**src/hw/rtl/dfs_maze_carver_defines.svh**
```systemverilog
// Assertion macros shared by the maze carver RTL.
`ifndef DFS_MAZE_CARVER_DEFINES_SVH
`define DFS_MAZE_CARVER_DEFINES_SVH

// Check that a condition implies another in the same cycle.
`define DMC_ASSERT_NOW(label, ante, cons, msg) \
  label: assert property (@(posedge clk) disable iff (rst) (ante) |-> (cons)) \
    else $error(msg);

// Check that a condition implies another in the next cycle.
`define DMC_ASSERT_NEXT(label, ante, cons, msg) \
  label: assert property (@(posedge clk) disable iff (rst) (ante) |=> (cons)) \
    else $error(msg);

`endif

```
**src/hw/rtl/dmc_pkg.sv**
```systemverilog
// Types, codes and helper functions for the maze carver.
package dmc_pkg;

  localparam int COORD_W = 6;
  localparam int EPOCH_W = 4;

  localparam logic [EPOCH_W-1:0] EPOCH_FIRST = EPOCH_W'(1);
  localparam logic [EPOCH_W-1:0] EPOCH_LAST  = '1;

  typedef enum logic [1:0] {
    ACT_START = 2'd0,
    ACT_STEP  = 2'd1,
    ACT_READ  = 2'd2,
    ACT_NONE  = 2'd3
  } action_t;

  typedef enum logic [2:0] {
    ST_CARVED  = 3'd0,
    ST_BACK    = 3'd1,
    ST_DONE    = 3'd2,
    ST_STARTED = 3'd3,
    ST_REJECT  = 3'd4,
    ST_READ    = 3'd5
  } status_t;

  localparam logic [1:0] DIR_UP    = 2'd0;
  localparam logic [1:0] DIR_RIGHT = 2'd1;
  localparam logic [1:0] DIR_DOWN  = 2'd2;
  localparam logic [1:0] DIR_LEFT  = 2'd3;

  typedef struct packed {
    logic [COORD_W-1:0] y;
    logic [COORD_W-1:0] x;
  } cell_t;

  typedef struct packed {
    logic       any;
    logic [1:0] dir;
  } pick_t;

  localparam cell_t ENTRY_CELL = '{y: COORD_W'(0), x: COORD_W'(1)};
  localparam cell_t START_CELL = '{y: COORD_W'(1), x: COORD_W'(1)};

  // Column step of a direction, two cells
  function automatic logic signed [2:0] step_dx(input logic [1:0] dir);
    case (dir)
      DIR_RIGHT: return 3'sd2;
      DIR_LEFT:  return -3'sd2;
      default:   return 3'sd0;
    endcase
  endfunction

  // Row step of a direction, two cells
  function automatic logic signed [2:0] step_dy(input logic [1:0] dir);
    case (dir)
      DIR_UP:   return -3'sd2;
      DIR_DOWN: return 3'sd2;
      default:  return 3'sd0;
    endcase
  endfunction

  // Remainder by three: base-4 digits sum to the same remainder
  function automatic logic [1:0] mod3_16(input logic [15:0] v);
    logic [4:0] s;
    logic [3:0] s1;
    logic [2:0] s2;
    s = '0;
    for (int i = 0; i < 8; i++) begin
      s = s + 5'(v[2*i +: 2]);
    end
    s1 = 4'(s[4:2]) + 4'(s[1:0]);
    s2 = 3'(s1[3:2]) + 3'(s1[1:0]);
    if (s2 >= 3'd3) begin
      s2 = s2 - 3'd3;
    end
    return s2[1:0];
  endfunction

endpackage

```
**src/hw/rtl/dmc_pick.sv**
```systemverilog
// Neighbor chooser: picks the candidate direction selected by the random value.
module dmc_pick (
  input  logic [3:0]     cand,
  input  logic [1:0]     rnd_lo,
  input  logic [1:0]     rnd_mod3,
  output dmc_pkg::pick_t pick
);
  import dmc_pkg::*;

  logic [2:0] cnt;
  logic [1:0] idx;
  logic [1:0] seen;

  // Reduce the random value by the candidate count, then find that candidate
  always_comb begin
    cnt = 3'($countones(cand));
    case (cnt)
      3'd2:    idx = {1'b0, rnd_lo[0]};
      3'd3:    idx = rnd_mod3;
      3'd4:    idx = rnd_lo;
      default: idx = 2'd0;
    endcase
    pick.any = (cand != 4'b0000);
    pick.dir = DIR_UP;
    seen     = 2'd0;
    for (int d = 0; d < 4; d++) begin
      if (cand[d]) begin
        if (seen == idx) begin
          pick.dir = 2'(d);
        end
        seen = seen + 2'd1;
      end
    end
  end

endmodule

```
**config.mk**
```make
export PLATFORM = sky130hd
export DESIGN_NAME = dmc_pick
export DESIGN_NICKNAME = d
export VERILOG_FILES = /design/src/hw/rtl/dfs_maze_carver_defines.svh /design/src/hw/rtl/dmc_pkg.sv /design/src/hw/rtl/dmc_pick.sv
export SDC_FILE = /design/constraint.sdc
export NUM_CORES = 1
export LEC_CHECK = 0
export BUFFER_PORTS_ARGS = -buffer_cell sky130_fd_sc_hd__buf_2
export CORE_AREA = 5 5 42 44
export DETAILED_ROUTE_END_ITERATION = 7
export DIE_AREA = 0 0 47 49
export MAX_ROUTING_LAYER = met4
export PLACE_DENSITY_LB_ADDON = 0.1
export SETUP_SLACK_MARGIN = 0.05
export SKIP_LAST_GASP = 1
export SLEW_MARGIN = 15
export SYNTH_ARGS = -nofsm -noshare
export SYNTH_HDL_FRONTEND = slang
export SYNTH_SLANG_ARGS = --single-unit
```
**constraint.sdc**
```tcl
create_clock -name vclk -period 7.88
set_input_delay 1.576 -clock vclk [all_inputs]
set_output_delay 1.576 -clock vclk [all_outputs]
set_load 0.01 [all_outputs]
```
==> impl_metrics.py <==
metrics = {
    "grt": {
        "grt_pass1_wl_microns": 862,
        "grt_max_degree": 6,
        "track_usage": 0.0469,
        "grt_pass1_vias": 247,
        "grt_overflow": 0,
        "antenna_found_initial": 0,
    },
    "sta": {
        "slew_violations": 0,
        "fmaxAchievable_mhz": 181,
        "setup_viol": 0,
        "worst_slack_ps": 2360,
        "finalHoldViolations": 0,
        "fin_crit_sh": 0.700,
        "worst_pin_slew_ps": 263,
        "min_period_ps": 5520,
        "rsz0062_at_grt": "no",
        "relSlewSlack": 0.824,
        "fin_tns_setup_ps": 0,
        "timing.hold.ws_ps": 3480,
    },
    "logic_synthesis": {
        "synth_common_cells": "inv_1 (5), ha_1 (4), nand2b_1 (3), xnor2_1 (3)",
        "synth_top_area_share": 0.209,
        "syn_avg_cell_area_sq_um": 8.24,
        "ys_seq_area_frac": 0,
        "synth_area_leaders": "ha_1 (21%), xnor2_1 (11%), fa_1 (8.4%)",
        "ys_types": 16,
        "synth_most_common_cell": "inv_1",
        "synth.yosys.warnings": 0,
        "synth_top_area_cell": "ha_1",
        "netlist_area_sq_um": 239,
        "syn-num-nets": 42,
        "syn_inst": 29,
    },
    "cells_and_area": {
        "area_growth_pct": 31.4,
        "final_util": 0.224,
        "fillers": 163,
        "ff_latch_area_sq_um": 0,
        "nClkBuffers": 0,
        "nFlopsAndLatches": 0,
        "instances_no_fill": 56,
        "antenna_cells": 0,
        "drive_above_1_share": 0.350,
        "final_nets": 55,
        "final_area_sq_um": 314,
    },
    "drt": {
        "finalWirelength_microns": 540,
        "vias": 239,
        "drtAntennaViolNets": 0,
        "drcViolationCount": 0,
        "wl_per_cell_microns": 9.64,
        "viasPerCell": 4.27,
        "first_pass_iters": 2,
        "drt_iter0_drc": 1,
    },
    "power_and_ir_drop": {
        "vdd_drop_max_mv": 0.0248,
        "finalPower_uw": 30.3,
        "p_leak_nw": 0.155,
        "power_density_nw_per_um2": 96.5,
    },
    "clocking": {
        "post_cts_buffers": 0,
        "hold_buffers": 0,
        "cts_resized": 0,
    },
    "place": {
        "gp_congestion": 0.757,
        "dpl.hpwl_microns": 529,
        "preCtsSetupSlack_ps": 2340,
        "dpl-instance-area_sq_um": 314,
        "placed_cells": 56,
        "numPortBuffers": 11,
    },
    "floorplanning": {
        "die_area_sq_um": 2300,
        "die_w_microns": 47,
        "rows": 14,
        "io_pins": 11,
        "core_area_sq_um": 1400,
        "initial_core_util": 0.171,
        "die_height_microns": 49,
    },
    "critical_path": {
        "critPathCaptureType": "output pin",
        "crit_arrival_ps": 3940,
        "critPathRequiredTime_ps": 6300,
        "worstSetupStartpointType": "primary input",
        "critPathKind": "primary input to output pin",
        "crit_fanout": 4,
    },
    "run": {
        "max_cap_violations": 0,
    },
    "min_path": {
        "worst_hold_path_type": "primary input to output pin",
    },
    "run_status": {
        "status": "finished clean",
    },
}
[area by class of cell]
type	instances	area, sq um	share of cell area
repair buffers	11	55.1	0.175
inverters	5	18.8	0.0598
multi-input cells	24	220	0.701
well taps	16	20.0	0.0637
[cell usage in the layout, fill, tap and decap left out, drive strengths merged]
cell type / n
inv: 5
o311ai: 1
and4b: 1
o2111ai: 1
xnor2: 3
ha: 4
nand2b: 3
fa: 1
nand2: 1
xor2: 2
o21ai: 2
nand4: 1
buf: 11
nor2: 2
a31oi: 1
nand4b: 1
[cells by family (layout without fill, tap and decap cells)]
family / after synthesis / in the layout / synth area share
AND/OR/NAND/NOR: 9 / 9 / 0.230
XOR/XNOR: 5 / 5 / 0.183
adder cells (fa/ha/maj): 5 / 5 / 0.293
AO/OA/AOI/OAI: 5 / 5 / 0.215
buffers and inverters: 5 / 16 / 0.0785
[metal layers]
| metal | vias up | wire length [microns] | track usage | share of wire |
|---|---|---|---|---|
| met4 | 0 | 0 | 0 | 0 |
| met1 | 107 | 220 | 0.0481 | 0.41 |
| met3 | 0 | 62 | 0.00738 | 0.11 |
| met5 | - | 0 | - | 0 |
| met2 | 9 | 257 | 0.0928 | 0.48 |
| li1 | 123 | - | - | - |
[final timing paths]
| check | cells past startpoint | slack, ps | to | start |
|---|---|---|---|---|
| setup / recovery | 12 | 2360 | pick[0] | cand[0] |
| hold / removal | 4 | 3480 | pick[2] | cand[3] |
[critical path, stage by stage]
cell and delay (ps):
buf_2 110, inv_1 70, fa_1 540, inv_1 40
ha_1 180, ha_1 320, and4b_1 220, a31oi_2 250
xor2_1 170, nand2b_1 90, o311ai_2 210, buf_2 170
[where the power goes]
group          switching (mW)  internal (mW)
registers                   0              0
clock network               0              0
logic                  0.0161         0.0142
total                  0.0161         0.0142
Note: power is estimated with default switching activity, not from simulation.
